$ cat src/hw/rtl/fqmq_pkg.sv
// Shared constants, codes and types of the FIFO queue with maximum query.
package fqmq_pkg;

   localparam int DEPTH = 16;
   localparam int IDX_W = (DEPTH > 1) ? $clog2(DEPTH) : 1;
   localparam int CNT_W = $clog2(DEPTH + 1);
   localparam int VAL_W = 32;
   localparam int OP_W = 2;
   localparam int ST_W = 2;
   localparam int QUEUE_DEPTH = 2;

   localparam logic [OP_W-1:0] OP_ENQ = OP_W'(0);
   localparam logic [OP_W-1:0] OP_DEQ = OP_W'(1);
   localparam logic [OP_W-1:0] OP_MAX = OP_W'(2);

   localparam logic [ST_W-1:0] ST_OK    = ST_W'(0);
   localparam logic [ST_W-1:0] ST_EMPTY = ST_W'(1);
   localparam logic [ST_W-1:0] ST_FULL  = ST_W'(2);

   typedef enum logic [1:0] {
      CMD_ENQ,
      CMD_DEQ,
      CMD_MAX,
      CMD_NOP
   } kind_type;

   typedef struct packed {
      kind_type                 kind;
      logic signed [VAL_W-1:0]  value;
   } cmd_type;

endpackage

$ cat src/hw/rtl/fqmq_if.sv
// Valid/ready channel interfaces for the request and response words.
interface fqmq_req_if import fqmq_pkg::*; ();
   logic                    valid;
   logic                    ready;
   logic [OP_W-1:0]         opcode;
   logic signed [VAL_W-1:0] push_value;

   modport source (output valid, opcode, push_value, input ready);
   modport sink   (input valid, opcode, push_value, output ready);
endinterface

interface fqmq_rsp_if import fqmq_pkg::*; ();
   logic                    valid;
   logic                    ready;
   logic signed [VAL_W-1:0] result_value;
   logic [ST_W-1:0]         status;

   modport source (output valid, result_value, status, input ready);
   modport sink   (input valid, result_value, status, output ready);
endinterface

$ cat src/hw/rtl/fqmq_front.sv
// Front end: takes request words and decodes the opcode into a command.
module fqmq_front import fqmq_pkg::*; (
   fqmq_req_if.sink req_ch,
   output logic     push_valid,
   input  logic     push_ready,
   output cmd_type  push_cmd
);

   assign push_valid = req_ch.valid;
   assign req_ch.ready = push_ready;

   always_comb begin
      push_cmd.value = req_ch.push_value;
      case (req_ch.opcode)
         OP_ENQ:  push_cmd.kind = CMD_ENQ;
         OP_DEQ:  push_cmd.kind = CMD_DEQ;
         OP_MAX:  push_cmd.kind = CMD_MAX;
         default: push_cmd.kind = CMD_NOP;
      endcase
   end

endmodule

$ cat src/hw/rtl/fqmq_cmd_queue.sv
// Short command queue that decouples the front end from the execution unit.
module fqmq_cmd_queue import fqmq_pkg::*; (
   input  logic    clock,
   input  logic    reset,
   input  logic    push_valid,
   output logic    push_ready,
   input  cmd_type push_cmd,
   output logic    pop_valid,
   input  logic    pop_ready,
   output cmd_type pop_cmd
);

   localparam int Q_IDX_W = (QUEUE_DEPTH > 1) ? $clog2(QUEUE_DEPTH) : 1;
   localparam int Q_CNT_W = $clog2(QUEUE_DEPTH + 1);

   cmd_type              slot_ff [QUEUE_DEPTH];
   logic [Q_IDX_W-1:0]   wr_ptr_ff, wr_ptr_in;
   logic [Q_IDX_W-1:0]   rd_ptr_ff, rd_ptr_in;
   logic [Q_CNT_W-1:0]   count_ff, count_in;
   logic                 push, pop;

   assign push_ready = (count_ff != Q_CNT_W'(QUEUE_DEPTH));
   assign pop_valid  = (count_ff != '0);
   assign pop_cmd    = slot_ff[rd_ptr_ff];
   assign push = push_valid && push_ready;
   assign pop  = pop_valid && pop_ready;

   always_comb begin
      wr_ptr_in = wr_ptr_ff;
      rd_ptr_in = rd_ptr_ff;
      count_in  = count_ff;
      if (push) begin
         wr_ptr_in = (wr_ptr_ff == Q_IDX_W'(QUEUE_DEPTH - 1)) ? '0 : wr_ptr_ff + 1'b1;
      end
      if (pop) begin
         rd_ptr_in = (rd_ptr_ff == Q_IDX_W'(QUEUE_DEPTH - 1)) ? '0 : rd_ptr_ff + 1'b1;
      end
      if (push && !pop) begin
         count_in = count_ff + 1'b1;
      end else if (pop && !push) begin
         count_in = count_ff - 1'b1;
      end
   end

   always_ff @(posedge clock) begin
      if (reset) begin
         wr_ptr_ff <= '0;
         rd_ptr_ff <= '0;
         count_ff  <= '0;
      end else begin
         wr_ptr_ff <= wr_ptr_in;
         rd_ptr_ff <= rd_ptr_in;
         count_ff  <= count_in;
      end
   end

   always_ff @(posedge clock) begin
      if (push) begin
         slot_ff[wr_ptr_ff] <= push_cmd;
      end
   end

endmodule

$ cat src/hw/rtl/fqmq_back.sv
// Execution unit: entry memory, head/tail/count, maximum scan and response register.
module fqmq_back import fqmq_pkg::*; (
   input  logic      clock,
   input  logic      reset,
   input  logic      pop_valid,
   output logic      pop_ready,
   input  cmd_type   pop_cmd,
   fqmq_rsp_if.source rsp_ch
);

   typedef enum logic [2:0] {
      S_IDLE = 3'b001,
      S_DEQ  = 3'b010,
      S_SCAN = 3'b100
   } state_type;

   function automatic logic [IDX_W-1:0] next_idx(input logic [IDX_W-1:0] idx);
      return (idx == IDX_W'(DEPTH - 1)) ? '0 : idx + 1'b1;
   endfunction

   logic signed [VAL_W-1:0] mem [DEPTH];

   state_type               state_ff, state_in;
   logic [IDX_W-1:0]        head_ff, head_in;
   logic [IDX_W-1:0]        tail_ff, tail_in;
   logic [CNT_W-1:0]        count_ff, count_in;
   logic [IDX_W-1:0]        rd_ptr_ff, rd_ptr_in;
   logic [CNT_W-1:0]        issued_ff, issued_in;
   logic                    first_ff, first_in;
   logic signed [VAL_W-1:0] max_ff, max_in;
   logic signed [VAL_W-1:0] rd_data_ff;
   logic                    rsp_valid_ff, rsp_valid_in;
   logic signed [VAL_W-1:0] rsp_value_ff, rsp_value_in;
   logic [ST_W-1:0]         rsp_status_ff, rsp_status_in;

   logic                    out_free, take;
   logic                    wr_en, rd_en;
   logic [IDX_W-1:0]        rd_addr;
   logic signed [VAL_W-1:0] cand;

   assign out_free  = !rsp_valid_ff || rsp_ch.ready;
   assign pop_ready = (state_ff == S_IDLE) && out_free;
   assign take      = pop_valid && pop_ready;
   assign cand      = (first_ff || (rd_data_ff > max_ff)) ? rd_data_ff : max_ff;

   assign rsp_ch.valid        = rsp_valid_ff;
   assign rsp_ch.result_value = rsp_value_ff;
   assign rsp_ch.status       = rsp_status_ff;

   always_comb begin
      state_in      = state_ff;
      head_in       = head_ff;
      tail_in       = tail_ff;
      count_in      = count_ff;
      rd_ptr_in     = rd_ptr_ff;
      issued_in     = issued_ff;
      first_in      = first_ff;
      max_in        = max_ff;
      rsp_valid_in  = rsp_valid_ff && !rsp_ch.ready;
      rsp_value_in  = rsp_value_ff;
      rsp_status_in = rsp_status_ff;
      wr_en         = 1'b0;
      rd_en         = 1'b0;
      rd_addr       = head_ff;
      case (state_ff)
         S_IDLE: begin
            if (take) begin
               case (pop_cmd.kind)
                  CMD_ENQ: begin
                     rsp_valid_in = 1'b1;
                     rsp_value_in = '0;
                     if (count_ff == CNT_W'(DEPTH)) begin
                        rsp_status_in = ST_FULL;
                     end else begin
                        rsp_status_in = ST_OK;
                        wr_en    = 1'b1;
                        tail_in  = next_idx(tail_ff);
                        count_in = count_ff + 1'b1;
                     end
                  end
                  CMD_DEQ: begin
                     if (count_ff == '0) begin
                        rsp_valid_in  = 1'b1;
                        rsp_value_in  = '0;
                        rsp_status_in = ST_EMPTY;
                     end else begin
                        rd_en    = 1'b1;
                        state_in = S_DEQ;
                     end
                  end
                  CMD_MAX: begin
                     if (count_ff == '0) begin
                        rsp_valid_in  = 1'b1;
                        rsp_value_in  = '0;
                        rsp_status_in = ST_EMPTY;
                     end else begin
                        rd_en     = 1'b1;
                        rd_ptr_in = next_idx(head_ff);
                        issued_in = CNT_W'(1);
                        first_in  = 1'b1;
                        state_in  = S_SCAN;
                     end
                  end
                  default: begin
                     rsp_valid_in  = 1'b1;
                     rsp_value_in  = '0;
                     rsp_status_in = ST_OK;
                  end
               endcase
            end
         end
         S_DEQ: begin
            rsp_valid_in  = 1'b1;
            rsp_value_in  = rd_data_ff;
            rsp_status_in = ST_OK;
            head_in       = next_idx(head_ff);
            count_in      = count_ff - 1'b1;
            state_in      = S_IDLE;
         end
         S_SCAN: begin
            max_in   = cand;
            first_in = 1'b0;
            if (issued_ff == count_ff) begin
               rsp_valid_in  = 1'b1;
               rsp_value_in  = cand;
               rsp_status_in = ST_OK;
               state_in      = S_IDLE;
            end else begin
               rd_en     = 1'b1;
               rd_addr   = rd_ptr_ff;
               rd_ptr_in = next_idx(rd_ptr_ff);
               issued_in = issued_ff + 1'b1;
            end
         end
         default: begin
            state_in = S_IDLE;
         end
      endcase
   end

   always_ff @(posedge clock) begin
      if (reset) begin
         state_ff     <= S_IDLE;
         head_ff      <= '0;
         tail_ff      <= '0;
         count_ff     <= '0;
         rsp_valid_ff <= 1'b0;
      end else begin
         state_ff     <= state_in;
         head_ff      <= head_in;
         tail_ff      <= tail_in;
         count_ff     <= count_in;
         rsp_valid_ff <= rsp_valid_in;
      end
   end

   always_ff @(posedge clock) begin
      rd_ptr_ff     <= rd_ptr_in;
      issued_ff     <= issued_in;
      first_ff      <= first_in;
      max_ff        <= max_in;
      rsp_value_ff  <= rsp_value_in;
      rsp_status_ff <= rsp_status_in;
   end

   always_ff @(posedge clock) begin
      if (wr_en) begin
         mem[tail_ff] <= pop_cmd.value;
      end
      if (rd_en) begin
         rd_data_ff <= mem[rd_addr];
      end
   end

   a_count_bound: assert property (@(posedge clock) disable iff (reset)
      count_ff <= CNT_W'(DEPTH))
      else $error("entry count exceeds the queue depth");

   a_busy_no_rsp: assert property (@(posedge clock) disable iff (reset)
      state_ff != S_IDLE |-> !rsp_valid_ff)
      else $error("response pending while a command is in progress");

   a_ptr_ends: assert property (@(posedge clock) disable iff (reset)
      (count_ff == '0 || count_ff == CNT_W'(DEPTH)) |-> head_ff == tail_ff)
      else $error("head and tail disagree for an empty or full queue");

   a_scan_range: assert property (@(posedge clock) disable iff (reset)
      state_ff == S_SCAN |-> (issued_ff != '0 && issued_ff <= count_ff))
      else $error("maximum scan has read outside the held entries");

endmodule

$ cat src/hw/rtl/fifo_queue_with_max_query.sv
// Top level of the bounded FIFO queue of signed words with a maximum query.
//
// The block holds up to DEPTH (16) signed 32-bit words in first-in, first-out
// order. Every request word carries an opcode and a value and produces exactly
// one response word with a value and a status: enqueue answers ok, or full when
// the queue already holds DEPTH words; dequeue returns the oldest word, or
// reports empty; find-max returns the largest held word by signed comparison
// without disturbing the contents, or reports empty; the unused opcode is
// answered ok with a zero value. The result value is zero whenever no word is
// returned. Requests are decoded by a front end into a two-deep command queue,
// so up to two further requests are taken while the execution unit is busy or
// its response word is still waiting to be taken. The execution unit works on
// one command at a time: enqueue, the unused opcode and any error answer are
// answered straight from the idle state; a dequeue waits in a read state for
// the single registered read port of the entry memory; a find-max walks the
// held words through that port in a scan state, one entry per cycle. After
// reset the queue is empty and ready at once; no clearing pass is needed.
module fifo_queue_with_max_query import fqmq_pkg::*; (
   input  logic       clock,
   input  logic       reset,
   fqmq_req_if.sink   req_ch,
   fqmq_rsp_if.source rsp_ch
);

   // Decoded commands travel from the front end through the command queue.
   logic    push_valid;
   logic    push_ready;
   cmd_type push_cmd;
   logic    pop_valid;
   logic    pop_ready;
   cmd_type pop_cmd;

   fqmq_front u_front (
      .req_ch     (req_ch),
      .push_valid (push_valid),
      .push_ready (push_ready),
      .push_cmd   (push_cmd)
   );

   fqmq_cmd_queue u_cmd_queue (
      .clock      (clock),
      .reset      (reset),
      .push_valid (push_valid),
      .push_ready (push_ready),
      .push_cmd   (push_cmd),
      .pop_valid  (pop_valid),
      .pop_ready  (pop_ready),
      .pop_cmd    (pop_cmd)
   );

   // The execution unit owns the entry memory and the response register.
   fqmq_back u_back (
      .clock     (clock),
      .reset     (reset),
      .pop_valid (pop_valid),
      .pop_ready (pop_ready),
      .pop_cmd   (pop_cmd),
      .rsp_ch    (rsp_ch)
   );

endmodule

$ cat src/flat_wrapper.sv
// flat-port wrapper written by rule: the top's interface ports become plain ports
module fifo_queue_with_max_query_flat import fqmq_pkg::*;
  (clock, reset, req_ch_valid, req_ch_opcode, req_ch_push_value, req_ch_ready, rsp_ch_valid, rsp_ch_result_value, rsp_ch_status, rsp_ch_ready);
  fqmq_req_if req_ch_i ();
  fqmq_rsp_if rsp_ch_i ();
  input  logic clock;
  input  logic reset;
  input wire logic [$bits(req_ch_i.valid)-1:0] req_ch_valid;
  input wire logic [$bits(req_ch_i.opcode)-1:0] req_ch_opcode;
  input wire logic [$bits(req_ch_i.push_value)-1:0] req_ch_push_value;
  output wire logic [$bits(req_ch_i.ready)-1:0] req_ch_ready;
  output wire logic [$bits(rsp_ch_i.valid)-1:0] rsp_ch_valid;
  output wire logic [$bits(rsp_ch_i.result_value)-1:0] rsp_ch_result_value;
  output wire logic [$bits(rsp_ch_i.status)-1:0] rsp_ch_status;
  input wire logic [$bits(rsp_ch_i.ready)-1:0] rsp_ch_ready;
  assign req_ch_i.valid = req_ch_valid;
  assign req_ch_i.opcode = req_ch_opcode;
  assign req_ch_i.push_value = req_ch_push_value;
  assign req_ch_ready = req_ch_i.ready;
  assign rsp_ch_valid = rsp_ch_i.valid;
  assign rsp_ch_result_value = rsp_ch_i.result_value;
  assign rsp_ch_status = rsp_ch_i.status;
  assign rsp_ch_i.ready = rsp_ch_ready;
  fifo_queue_with_max_query u_core (.clock(clock), .reset(reset), .req_ch(req_ch_i), .rsp_ch(rsp_ch_i));
endmodule
$ cat config.mk
export PLATFORM = sky130hd
export DESIGN_NAME = fifo_queue_with_max_query_flat
export DESIGN_NICKNAME = d
export VERILOG_FILES = /design/src/hw/rtl/fqmq_pkg.sv /design/src/hw/rtl/fqmq_if.sv /design/src/hw/rtl/fqmq_front.sv /design/src/hw/rtl/fqmq_cmd_queue.sv /design/src/hw/rtl/fqmq_back.sv /design/src/hw/rtl/fifo_queue_with_max_query.sv /design/src/flat_wrapper.sv
export SDC_FILE = /design/constraint.sdc
export NUM_CORES = 1
export LEC_CHECK = 0
export ABC_AREA = 1
export BUFFER_PORTS_ARGS = -buffer_cell sky130_fd_sc_hd__buf_4
export CORE_MARGIN = 2
export CORE_UTILIZATION = 26
export DETAILED_ROUTE_END_ITERATION = 8
export PLACE_DENSITY = 0.47
export SLEW_MARGIN = 40
export SYNTH_ARGS = -nofsm -noshare
export SYNTH_HDL_FRONTEND = slang
export SYNTH_SLANG_ARGS = --single-unit
$ cat constraint.sdc
create_clock -name clock -period 4.13 [get_ports clock]
set_input_delay 0.2065 -clock clock [delete_from_list [all_inputs] [get_ports clock]]
set_output_delay 0.2065 -clock clock [all_outputs]
set_load 0.005 [all_outputs]
Word level (Yosys, flattened, before mapping)

Memory sizes are Yosys's and may differ from the RTL's. A register that Yosys moved wholly into a read port is not among the register bits.
Cells that the tools add are included.

Add/subtract/negate cells: 10
Multiply operators: 0
Divide/modulo/power cells: 0
Order comparisons: 1
Equality and inequality tests: 24
Shift operators: 0
Muxes and demuxes: 66
Bitwise gates (word level): 1
Reduce and logical (&&, ||, !) cells: 27

Operators by type and width:

| cell                                                             | count |
|---|---|
| 32-bit two-way mux                                               | 5 |
| 32-bit one-hot mux with 3 select lines                           | 1 |
| 4-bit two-way mux                                                | 9 |
| 5-bit two-way mux                                                | 7 |
| 32-bit > comparator                                              | 1 |
| 1-bit two-way mux                                                | 23 |
| 5-bit one-hot mux with 2 select lines                            | 2 |
| 4-bit AND reduction                                              | 4 |
| 4-bit by 1-bit adder with 4-bit output (second input constant)   | 3 |
| 4-bit equality test (second input constant)                      | 3 |
| 2-bit two-way mux                                                | 6 |
| 3-bit two-way mux                                                | 4 |
| 2-bit one-hot mux with 3 select lines                            | 2 |
| 3-bit one-hot mux with 2 select lines                            | 2 |
| 5-bit by 1-bit adder with 5-bit output (second input constant)   | 2 |
| 2-bit != test (second input constant)                            | 5 |
| 5-bit AND reduction                                              | 2 |
| 4-bit one-hot mux with 2 select lines                            | 1 |
| 2-bit nonzero test                                               | 4 |
| 1-bit logical AND                                                | 6 |
| 2-bit by 1-bit != test with 1-bit output (second input constant) | 3 |
| 3-bit != test (second input constant)                            | 2 |
| 5-bit equality test                                              | 1 |
| 5-bit equality test (second input constant)                      | 1 |
| 21 further kinds                                                 | 30 |

Flip-flop bits (word level): 97
Bits in latches: 0
Memory bits (writable): 580
Memory bits (read-only): 0
Bits of input ports: 38
Output and inout bits: 36
Logic and storage cells: 145
Memories kept: 2

Memories:

| memory                     | words | width | rd ports | clocked after Yosys merged registers in | wr ports | RTL line             | source |
|---|---|---|---|---|---|---|---|
| u_core.u_back.mem          | 16    | 32    | 1        | 1                                       | 1        | fqmq_back.sv:21      | `logic signed [VAL_W-1:0] mem [DEPTH];` |
| u_core.u_cmd_queue.slot_ff | 2     | 34    | 1        | 1                                       | 1        | fqmq_cmd_queue.sv:16 | `cmd_type slot_ff [QUEUE_DEPTH];` |

Longest topological paths before layout

Gate-level depths: netlist (run 1).

Word-level depth: 8
Gate-level depth with buffers: 20
Gate-level depth less buffers: 19

Hierarchy

Synthesis (run 1) repeated with hierarchy kept, for this count alone.

Cells, all modules: 2917
Area total of the unflattened synthesis: 31512.7 µm²

By module, submodules not included:

| module         | instances | cells each | area each (µm²) | seq. area each (µm²) |
|---|---|---|---|---|
| fqmq_back      | 1         | 2738       | 28402.2         | 18958.2 |
| fqmq_cmd_queue | 1         | 143        | 2847.7          | 2142.1 |
| fqmq_front     | 1         | 36         | 262.8           | 0.0 |

Worst setup path after synthesis (run 1)

Ideal clock, no wire load.

Kind: reg-to-reg
From: reg with a tool-made name
To: reg u_core.u_back.rsp_value_ff[0] (netlist: u_core.u_back.rsp_ch.result_value[0]), enable pin
Setup time: 0.477 ns
Data arrival time: 4.046 ns
Required time: 3.653 ns
Slack: -0.393 ns
Cell stages (with the launch flop): 8
Path buffers: 2
Clock period less this slack: 4.523 ns
Cells stage by stage: dfxtp_1 clkbuf_1 buf_1 o21ai_0 ha_1 nand2_1 inv_1 a211oi_1

RTL lines:

| item                 | RTL line         | source |
|---|---|---|
| end signal, assigned | fqmq_back.sv:162 | `rsp_value_ff <= rsp_value_in;` |
| end, declared        | fqmq_back.sv:33  | `logic signed [VAL_W-1:0] rsp_value_ff, rsp_value_in;` |

Worst setup path after layout (run 1)

From: reg u_core.u_back.issued_ff[3]
To: reg u_core.u_back.rd_data_ff[16], read port of u_core.u_back.mem (data pin)

Cells in the longest elaborated chain, start to end: 3
Elaborated cells between the ends (all ways): 5
Those cells by class: 1 x eq/ne; 4 x mux

RTL lines:

| item                                                                       | RTL line         | source |
|---|---|---|
| start, declared                                                            | fqmq_back.sv:28  | `logic [CNT_W-1:0] issued_ff, issued_in;` |
| start signal, assigned                                                     | fqmq_back.sv:159 | `issued_ff <= issued_in;` |
| 5-bit equality test (*)                                                    | fqmq_back.sv:123 | `if (issued_ff == count_ff) begin` |
| 1-bit two-way mux or 4-bit two-way mux (tied branches)                     | fqmq_back.sv:123 |  |
| 1-bit one-hot mux with 2 select lines or 4-bit two-way mux (tied branches) | fqmq_back.sv:65  | `case (state_ff)` |
| end, declared                                                              | fqmq_back.sv:31  | `logic signed [VAL_W-1:0] rd_data_ff;` |

Mark *: on every way between the ends. The rest lies on a longest branch, timed or not.
A chain may end at the register's enable or synchronous reset.

==> results of run 1 <==
## metrics by stage
step                cell area (um2)  power [uW]  hold slack [ns]  instances  setup WS, ns
floorplan                     31000       10700            0.276       2820         0.571
global placement              33600       12000            0.394       4358         0.893
detailed placement            33600       12000            0.395       4360         0.874
CTS                           36500       19200           0.0687       4541         0.837
global route                  36500       19700            0.125       4542         0.629
finish                        36500       18900           0.0902       4543         0.814
## flip-flops by register name, summed over array words and instances (netlist names), 2 cells and up, named ones only
| name | count |
|---|---|
| u_core.u_back.max_ff | 32 |
| u_core.u_back.head_ff | 4 |
| u_core.u_back.rsp_ch.result_value | 32 |
| u_core.u_back.issued_ff | 5 |
| u_core.u_back.state_ff | 3 |
| u_core.u_back.rd_ptr_ff | 4 |
| u_core.u_back.count_ff | 5 |
| u_core.u_back.rd_data_ff | 32 |
| u_core.u_back.tail_ff | 4 |
| u_core.u_back.rsp_ch.status | 2 |
| u_core.u_cmd_queue.count_ff | 2 |
| u_core.u_cmd_queue.slot_ff | 68 |
| u_core.u_back.mem | 512 |
## logic make-up after synthesis
group | after synthesis | share of synthesized area [%]
AOI/OAI and AO/OA | 105 | 2.02
xor gates and xnor gates | 9 | 0.255
adders and majority gates | 48 | 1.96
buffers and inverters | 533 | 7.60
DFF | 710 | 68.2
muxes | 32 | 1.16
and+or+nand+nor | 1383 | 18.8
## cells in the final DEF, fill, tap and decap left out, drive strengths merged, types with 4 or more instances in the layout
cell         count
a21oi           36
and2            32
buf            133
bufinv           6
clkbuf         109
clkinv          25
dfxtp           22
dlygate4sd3     36
edfxtp         688
ha              47
inv            409
mux2            32
nand2          885
nand3          405
nand4            4
nor2            43
nor3            10
o211ai          33
o21ai           30
xnor2            5
xor2             4
## area by class of cell
| cell class | instances | area share, % |
|---|---|---|
| multi-input combinational | 1577 | 21.2 |
| clock buffer | 109 | 5.98 |
| inverter | 405 | 4.17 |
| tap | 1536 | 5.26 |
| sequential | 710 | 57.8 |
| antenna | 1 | 0.00685 |
| clock inverter | 36 | 1.07 |
| timing repair buffer | 169 | 4.60 |
## how the worst min path moves through the flow
stage	depth (start not counted)	start	to	slack (ns)
global route	5	req_ch_valid	u_core.u_cmd_queue.wr_ptr_ff	0.13
global placement	1	req_ch_push_value[9]	u_core.u_cmd_queue.slot_ff[0][9]	0.39
CTS	5	req_ch_valid	u_core.u_cmd_queue.wr_ptr_ff	0.07
finish	5	req_ch_valid	u_core.u_cmd_queue.wr_ptr_ff	0.09
detailed placement	1	req_ch_opcode[1]	u_core.u_cmd_queue.slot_ff[1][33]	0.40
floorplan	1	reset	u_core.u_back.count_ff[1]	0.28
## per-layer routing
metal,share of wire (%),wire [um]
met1,48,39700
met2,45,37400
met3,4.5,3680
met4,1.9,1600
met5,0,0
## power by group
part           internal [uW]  total, uW  switching (uW)
logic                    837       2600            1770
clock network           4110       7030            2920
registers               8980       9240             260
## critical path: cells and delay by family (launching register included)
| family | cells | cell delay (ns) |
|---|---|---|
| flip-flops | 1 | 0.39 |
| buffers and inverters | 3 | 1.16 |
| AND/OR/NAND/NOR | 9 | 1.34 |
| AO/OA/AOI/OAI | 1 | 0.08 |
## repair_timing
action | 4_1_cts | 5_1_grt
setup buffers | 0 | 0
setup endpoints to repair | 0 | 0
hold endpoints to repair | 74 | 0
hold buffers | 36 | 0
==> flow_summary.ini, run 1 <==
[status]
status = finished, final reports clean

[die]
die_height_um = 349
die_w_um = 349
die_area_mm2 = 0.122
coreArea_mm2 = 0.118
io_pins = 74
start_util_pct = 26.2
rows = 126

[cts]
cts_buffers = 82
clk_path_buf_depth = 3
clockRootBuffer = clkbuf_16
clock-sinks = 710
cts_tree = done
post_cts_resized = 0
clk_pin_slew_worst_paths_ns = 0.06
worstSkewPairLatency_ns = 0.66
htree_levels = 3

[synthesis]
synthDistinctLibCells = 35
ys_seq_elements = 710
syn_area_per_cell_um2 = 11.0
synth_common_cells = nand2_1, edfxtp_1, nand3_1, inv_1, buf_2
netlist_instances = 2820
yosys_warnings = 0
yosysSeqAreaShare_pct = 68.2
synth.area.top_cells = edfxtp_1, nand2_1, nand3_1
synth_top_area_share_pct = 66.7
yosysMostFrequentCell = nand2_1
synthArstFlopShare_pct = 0
ys.flop_type = edfxtp_1
synth_nets = 2906
syn_area_mm2 = 0.0310
yosys.area.top_type = edfxtp_1
synth_edf_count = 688

[cells_and_area]
fin_nets = 3031
multiInputGateArea_mm2 = 0.00773
fill_cells = 11979
syn_to_final_growth_pct = 18.0
drive_gt1_share_pct = 10.2
register_area_mm2 = 0.0211
finish.utilization_pct = 30.9

[worst_setup_path]
slowest_stage = buf_4
crit_type = reg2reg
required_ns = 4.45
rr_worst_depth = 13
cpMostUsedCell = nand2_1
arrival_ns = 3.64
endpoint_kind = flip-flop
endpoint = u_core.u_back.rd_data_ff[16]
r2r-end = u_core.u_back.rd_data_ff[16]
cpPeakStageDelay_ns = 0.65
worst_setup_path_startpoint = u_core.u_back.issued_ff[3]
r2r_start = u_core.u_back.issued_ff[3]
critPathMaxFanout = 37
crit_chain = inv_1 -> nand2_1 -> nand2_1 -> nor2_2 -> nand4_2 -> nand2_2 -> nand2_1 -> o21ai_4 -> buf_4 -> buf_4 -> nand3_1 -> nand3_1 -> nand2_1
start_kind = flip-flop
reg2reg_slack_ns = 0.81

[timing]
hold_viol = 0
worstMarginPinSlew_ns = 0.852
slew_headroom_pct = 43.2
min_period_ns = 3.32
fmax_mhz = 302
timing.final.crit_share_pct = 80.3
tns_ns = 0
drv_slew = 0
setup_viol = 0
fin_skew_ns = 0.0401
rsz0062_at_grt = no

[pwr]
ir_drop_mv = 0.308
power_leakage_uw = 0.0145
power_density_mw_per_mm2 = 516

[detailed_routing]
drtIter0Drc = 1414
dr.pass1.iters = 5
via_per_inst = 4.31
num_vias = 19602
totalWireLength_mm = 82.3
drc = 0
antenna_left = 0
avgRoutedWirePerCell_um = 18.1

[grt]
grt_pass1_wl_mm = 123
grt_max_degree = 93
grt_pass1_vias = 18847
grt-ovfl-total = 0
met1_usage_pct = 19.3
grt_use_total_pct = 13.5
antenna_found_initial = 2
met2_usage_pct = 21.2
grt_use_met3_pct = 2.18
busiest_layer = met2

[placed_design]
place.gp.congestion = 0.766
dp_hpwl_mm = 46.7
portBuffers = 73

[hold_path]
hp-class = in2reg

[job]
maxCapViolations = 0
Note: power is estimated with default switching activity, not from simulation.
==> inputs of run 2 (changes only) <==
Clock period 4.13 ns to 3.05 ns, I/O delays scaled along.
==> run 2 against run 1 <==
Net effect:
- combinational power up 39%
- die area unchanged
- non-clock buffer count up 25
- sequential share of layout area down 0.57 points
- clock power up 38%
- power up 37%
- critical endpoint is now u_core.u_back.rd_data_ff[20]
- largest power group unchanged
==> flow_summary.ini, run 2 (synthesized netlist as in run 1, its figures left out) <==
[cells_and_area]
stdcell_count = 4571
diodes = 0
top_regs = u_core.u_back.mem x512, u_core.u_cmd_queue.slot_ff x68
drive_gt1_share_pct = 11.3
final_cell_mix = nand2_1, edfxtp_1, nand3_1, inv_1, buf_4
largest_register_ffs = 512
largest-register = u_core.u_back.mem
fill_cells = 11965
multiInputGateArea_mm2 = 0.00774
register_area_mm2 = 0.0211
fin_nets = 3056
syn_to_final_growth_pct = 19.2
final_common_cell = nand2_1

[timing]
rsz0062_at_grt = no
drv_slew = 0
hold_ws_ns = 0.0362
hold_viol = 0
timing.final.crit_share_pct = 90.5
setup_viol = 0
worstMarginPinSlew_ns = 0.671
fin_skew_ns = 0.0299
slew_headroom_pct = 55.2
fmax_mhz = 362
min_period_ns = 2.76

[job]
maxCapViolations = 0

[grt]
grt-ovfl-total = 0
grt_pass1_vias = 19266
grt_use_total_pct = 13.5
grt_pass1_wl_mm = 123
grt_max_degree = 71
antenna_found_initial = 1

[worst_setup_path]
critPathMaxFanout = 44
rr_worst_depth = 11
reg2reg_slack_ns = 0.29
arrival_ns = 3.08
crit_type = reg2reg
required_ns = 3.37
endpoint_kind = flip-flop
start_kind = flip-flop

[hold_path]
hp-class = in2reg
holdPathStages = 4

[cts]
cts_tree = done
cts_buffers = 82
clock-sinks = 710
worstSkewPairLatency_ns = 0.64
clk_path_buf_depth = 3
clockRootBuffer = clkbuf_16
clk_pin_slew_worst_paths_ns = 0.06
htree_levels = 3

[placed_design]
place.gp.congestion = 0.770
portBuffers = 73
dp_hpwl_mm = 48.2
dp.cells = 4384

[die]
io_pins = 74
die_w_um = 349
coreArea_mm2 = 0.118
die_area_mm2 = 0.122
die_height_um = 349
start_util_pct = 26.2
rows = 126

[pwr]
power_leakage_uw = 0.0147
power_density_mw_per_mm2 = 699
ir_drop_mv = 0.443

[detailed_routing]
drtIter0Drc = 1321
totalWireLength_mm = 82.5
drc = 0
avgRoutedWirePerCell_um = 18.1
via_per_inst = 4.32
dr.pass1.iters = 6
antenna_left = 0
num_vias = 19746

[status]
status = finished, final reports clean
## run 2: cell types whose count changed in the layout (fill, tap and decap cells not counted), sizes merged
cell         previous run  this run
buf                   133       159
clkinv                 25        32
clkbuf                109       105
bufinv                  6         8
inv                   409       407
clkinvlp                1         2
diode                   1         0
dlygate4sd3            36        35
## run 2: per-layer routing
layer  share of wire, %  vias up  GRT usage [%]
met1                 47     9601           18.4
met5                  0        -              0
met4                2.3        0           3.85
met3                4.2      118           2.18
li1                   -     9679              -
met2                 46      348           22.0
## run 2: final timing paths
check,from,end
worst max-delay path,u_core.u_back.issued_ff[0],u_core.u_back.rd_data_ff[20]
worst min-delay path,rsp_ch_ready,u_core.u_back.rsp_ch.valid
worst max register to register,u_core.u_back.issued_ff[0],u_core.u_back.rd_data_ff[20]
worst min register to register,u_core.u_cmd_queue.rd_ptr_ff,flip-flop
## run 2: critical path, stage by stage, from the launching register on
cell      delay, ns
edfxtp_1       0.45
xnor2_1        0.20
nand4_2        0.21
nand2_2        0.27
nand2_1        0.19
nand2_8        0.28
buf_12         0.26
nand2_1        0.09
o211ai_1       0.09
nand3_1        0.09
nand3_1        0.07
nand2_1        0.16
## run 2: area by class of cell
type | instances | area share [%]
multi-input combinational | 1577 | 21.0
clock buffer | 105 | 5.88
timing repair buffer | 194 | 5.39
clock inverter | 44 | 1.23
inverter | 405 | 4.13
sequential | 710 | 57.2
tap | 1536 | 5.21
## run 2: report_power, final
group / leakage [uW] / switching (uW) / internal (uW)
logic: 0.00702 / 2410 / 1200
clock network: 0.00128 / 3970 / 5710
registers: 0.00641 / 358 / 12200
## run 2: stage by stage
step	setup TNS (ns)	area, um2	total power [uW]	setup WS [ns]	utilization (%)
6_report	0	36900	25800	0.291	31.3
5_1_grt	0	36900	27000	0.0335	31.3
4_1_cts	0	36900	26200	0.0799	31.2
3_5_place_dp	0	33900	16400	0.104	28.7
3_3_place_gp	0	33900	16400	0.137	28.7
2_1_floorplan	-239.55	31000	14600	-0.509	-
## run 2: timing repair
action / CTS / global route
endpoints found under the setup margin: 0 / 50
hold endpoints to repair: 73 / 0
hold buffers: 35 / 0
resized for setup: 0 / 3
setup buffers: 0 / 3
==> inputs of run 3 (changes only) <==
Settings changed: BUFFER_PORTS_ARGS -buffer_cell sky130_fd_sc_hd__buf_4 to not set, DONT_BUFFER_PORTS set to 1.
==> run 3 against run 2 <==
Net effect:
- the flow now finishes with violations (negative hold slack)
- die area is the same
- hold slack lost 0.038 ns
- sequential share of layout area grew 0.69 points
- critical path type unchanged
- highest routed layer unchanged
==> flow_summary.ini, run 3 (synthesized netlist as in run 1, its figures left out) <==
[detailed_routing]
antenna_left = 0
via_per_inst = 4.36
drc = 0
num_vias = 19700
totalWireLength_mm = 83.6
avgRoutedWirePerCell_um = 18.5
dr.pass1.iters = 5
drtIter0Drc = 1479

[cts]
clk_path_buf_depth = 3
clk_pin_slew_worst_paths_ns = 0.06
cts_tree = done
cts_buffers = 82
worstSkewPairLatency_ns = 0.64
clockRootBuffer = clkbuf_16
clock-sinks = 710
htree_levels = 3

[placed_design]
place.gp.congestion = 0.753
dpl_cell_area_mm2 = 0.0335
place_ws_ns = 0.143
dp_hpwl_mm = 48.1
portBuffers = 0
dp.cells = 4327

[worst_setup_path]
crit_chain = xnor2_1 -> nand4_2 -> nand2_4 -> nand2_2 -> nand2_8 -> buf_12 -> buf_12 -> nand2_1 -> nand3_1 -> nand3_1 -> nand3_1 -> nand2_1
critPathMaxFanout = 38
rr_worst_depth = 12
required_ns = 3.35
cpPeakStageDelay_ns = 0.48
start_kind = flip-flop
slowest_stage = dfxtp_1
endpoint_kind = flip-flop
crit_type = reg2reg
cpMostUsedCell = nand3_1
arrival_ns = 3.12

[die]
die_area_mm2 = 0.122
die_height_um = 349
io_pins = 74
start_util_pct = 26.2
rows = 126
die_w_um = 349
coreArea_mm2 = 0.118

[grt]
grt_pass1_vias = 18975
grt_max_degree = 78
grt-ovfl-total = 0
antenna_found_initial = 8
grt_use_total_pct = 13.6
grt_pass1_wl_mm = 124

[timing]
fin_skew_ns = 0.0253
hold_viol = 1
min_period_ns = 2.82
timing.final.crit_share_pct = 92.4
drv_slew = 0
slew_headroom_pct = 51.6
fmax_mhz = 355
setup_ws_ns = 0.231
tns_ns = 0
rsz0062_at_grt = no
hold_ws_ns = -0.00204
worstMarginPinSlew_ns = 0.726
setup_viol = 0

[cells_and_area]
fill_cells = 11901
stdcell_count = 4522
top_regs = u_core.u_back.mem x512, u_core.u_cmd_queue.slot_ff x68
stdcell_area_mm2 = 0.0365
finish.utilization_pct = 30.9
final_cell_mix = nand2_1, edfxtp_1, nand3_1, inv_1, clkbuf_16
fin_nets = 3006
register_area_mm2 = 0.0211
syn_to_final_growth_pct = 17.8
final_common_cell = nand2_1
drive_gt1_share_pct = 9.76
largest-register = u_core.u_back.mem
largest_register_ffs = 512
multiInputGateArea_mm2 = 0.00777

[pwr]
power_leakage_uw = 0.0144
ir_drop_mv = 0.342
power_density_mw_per_mm2 = 690

[job]
maxCapViolations = 0

[hold_path]
holdPathStages = 3
hp-class = in2reg

[status]
violations = negative hold slack
status = finished, violations left
-- run 3: cell types whose count changed in the layout (fill, tap and decap cells not counted), sizes merged --
cell	change
diode	+5
clkinv	+9
nand2	+2
bufinv	-5
inv	+1
dlygate4sd3	+1
clkbuf	-8
clkinvlp	-1
buf	-53
-- run 3: layout make-up --
cell class              count  share of cell area [%]
repair buffers            142                    4.44
flip-flops and latches    710                    57.9
well taps                1536                    5.27
inverters                 405                    4.18
clock buffers              97                    5.96
clock inverters            48                   0.940
multi-input cells        1579                    21.3
diodes                      5                  0.0343
-- run 3: what timing repair did --
item                                    4_1_cts  5_1_grt
buffers inserted                              0        7
resized for setup                             0        5
hold endpoints to repair                     83        0
hold buffers                                 36        0
endpoints found under the setup margin        0        3
-- run 3: metrics by stage --
| step | hold WS, ns | total power (uW) |
|---|---|---|
| finish | -0.00204 | 25200 |
| CTS | 0.00371 | 25500 |
| global route | 0.0595 | 26300 |
| detailed placement | 0.230 | 16100 |
| global placement | 0.229 | 16100 |
| floorplan | 0.222 | 14600 |
-- run 3: worst max-delay path: cells and delay by family, from the launching register on --
kind          cells  cell delay, ns
xor+xnor          1            0.17
buf+inv           2            0.41
flops             1            0.48
simple gates      9            1.36
-- run 3: worst paths after layout --
path | from | slack [ns] | end
min | rsp_ch_ready | -0.002 | u_core.u_back.rsp_ch.valid
max reg2reg | u_core.u_back.count_ff[0] | 0.23 | u_core.u_back.rd_data_ff[17]
min reg2reg | u_core.u_cmd_queue.rd_ptr_ff | 0.45 | flip-flop
max | u_core.u_back.count_ff[0] | 0.23 | u_core.u_back.rd_data_ff[17]
-- run 3: report_power, final --
part / switching, uW / leakage, uW / internal [uW]
clock: 3990 / 0.00124 / 5340
sequential: 429 / 0.00641 / 12200
combinational: 2330 / 0.00677 / 923
total: 6740 / 0.0144 / 18400
-- run 3: metal layers --
metal  vias up  part of all wire, %  wire (um)  track usage, %
met3       114                  5.0       4180            2.17
met1      9535                   47      39300            18.9
li1       9602                    -          -               -
met4         0                  2.4       2050            4.18
met2       449                   46      38100            21.7
met5         -                    0          0               0
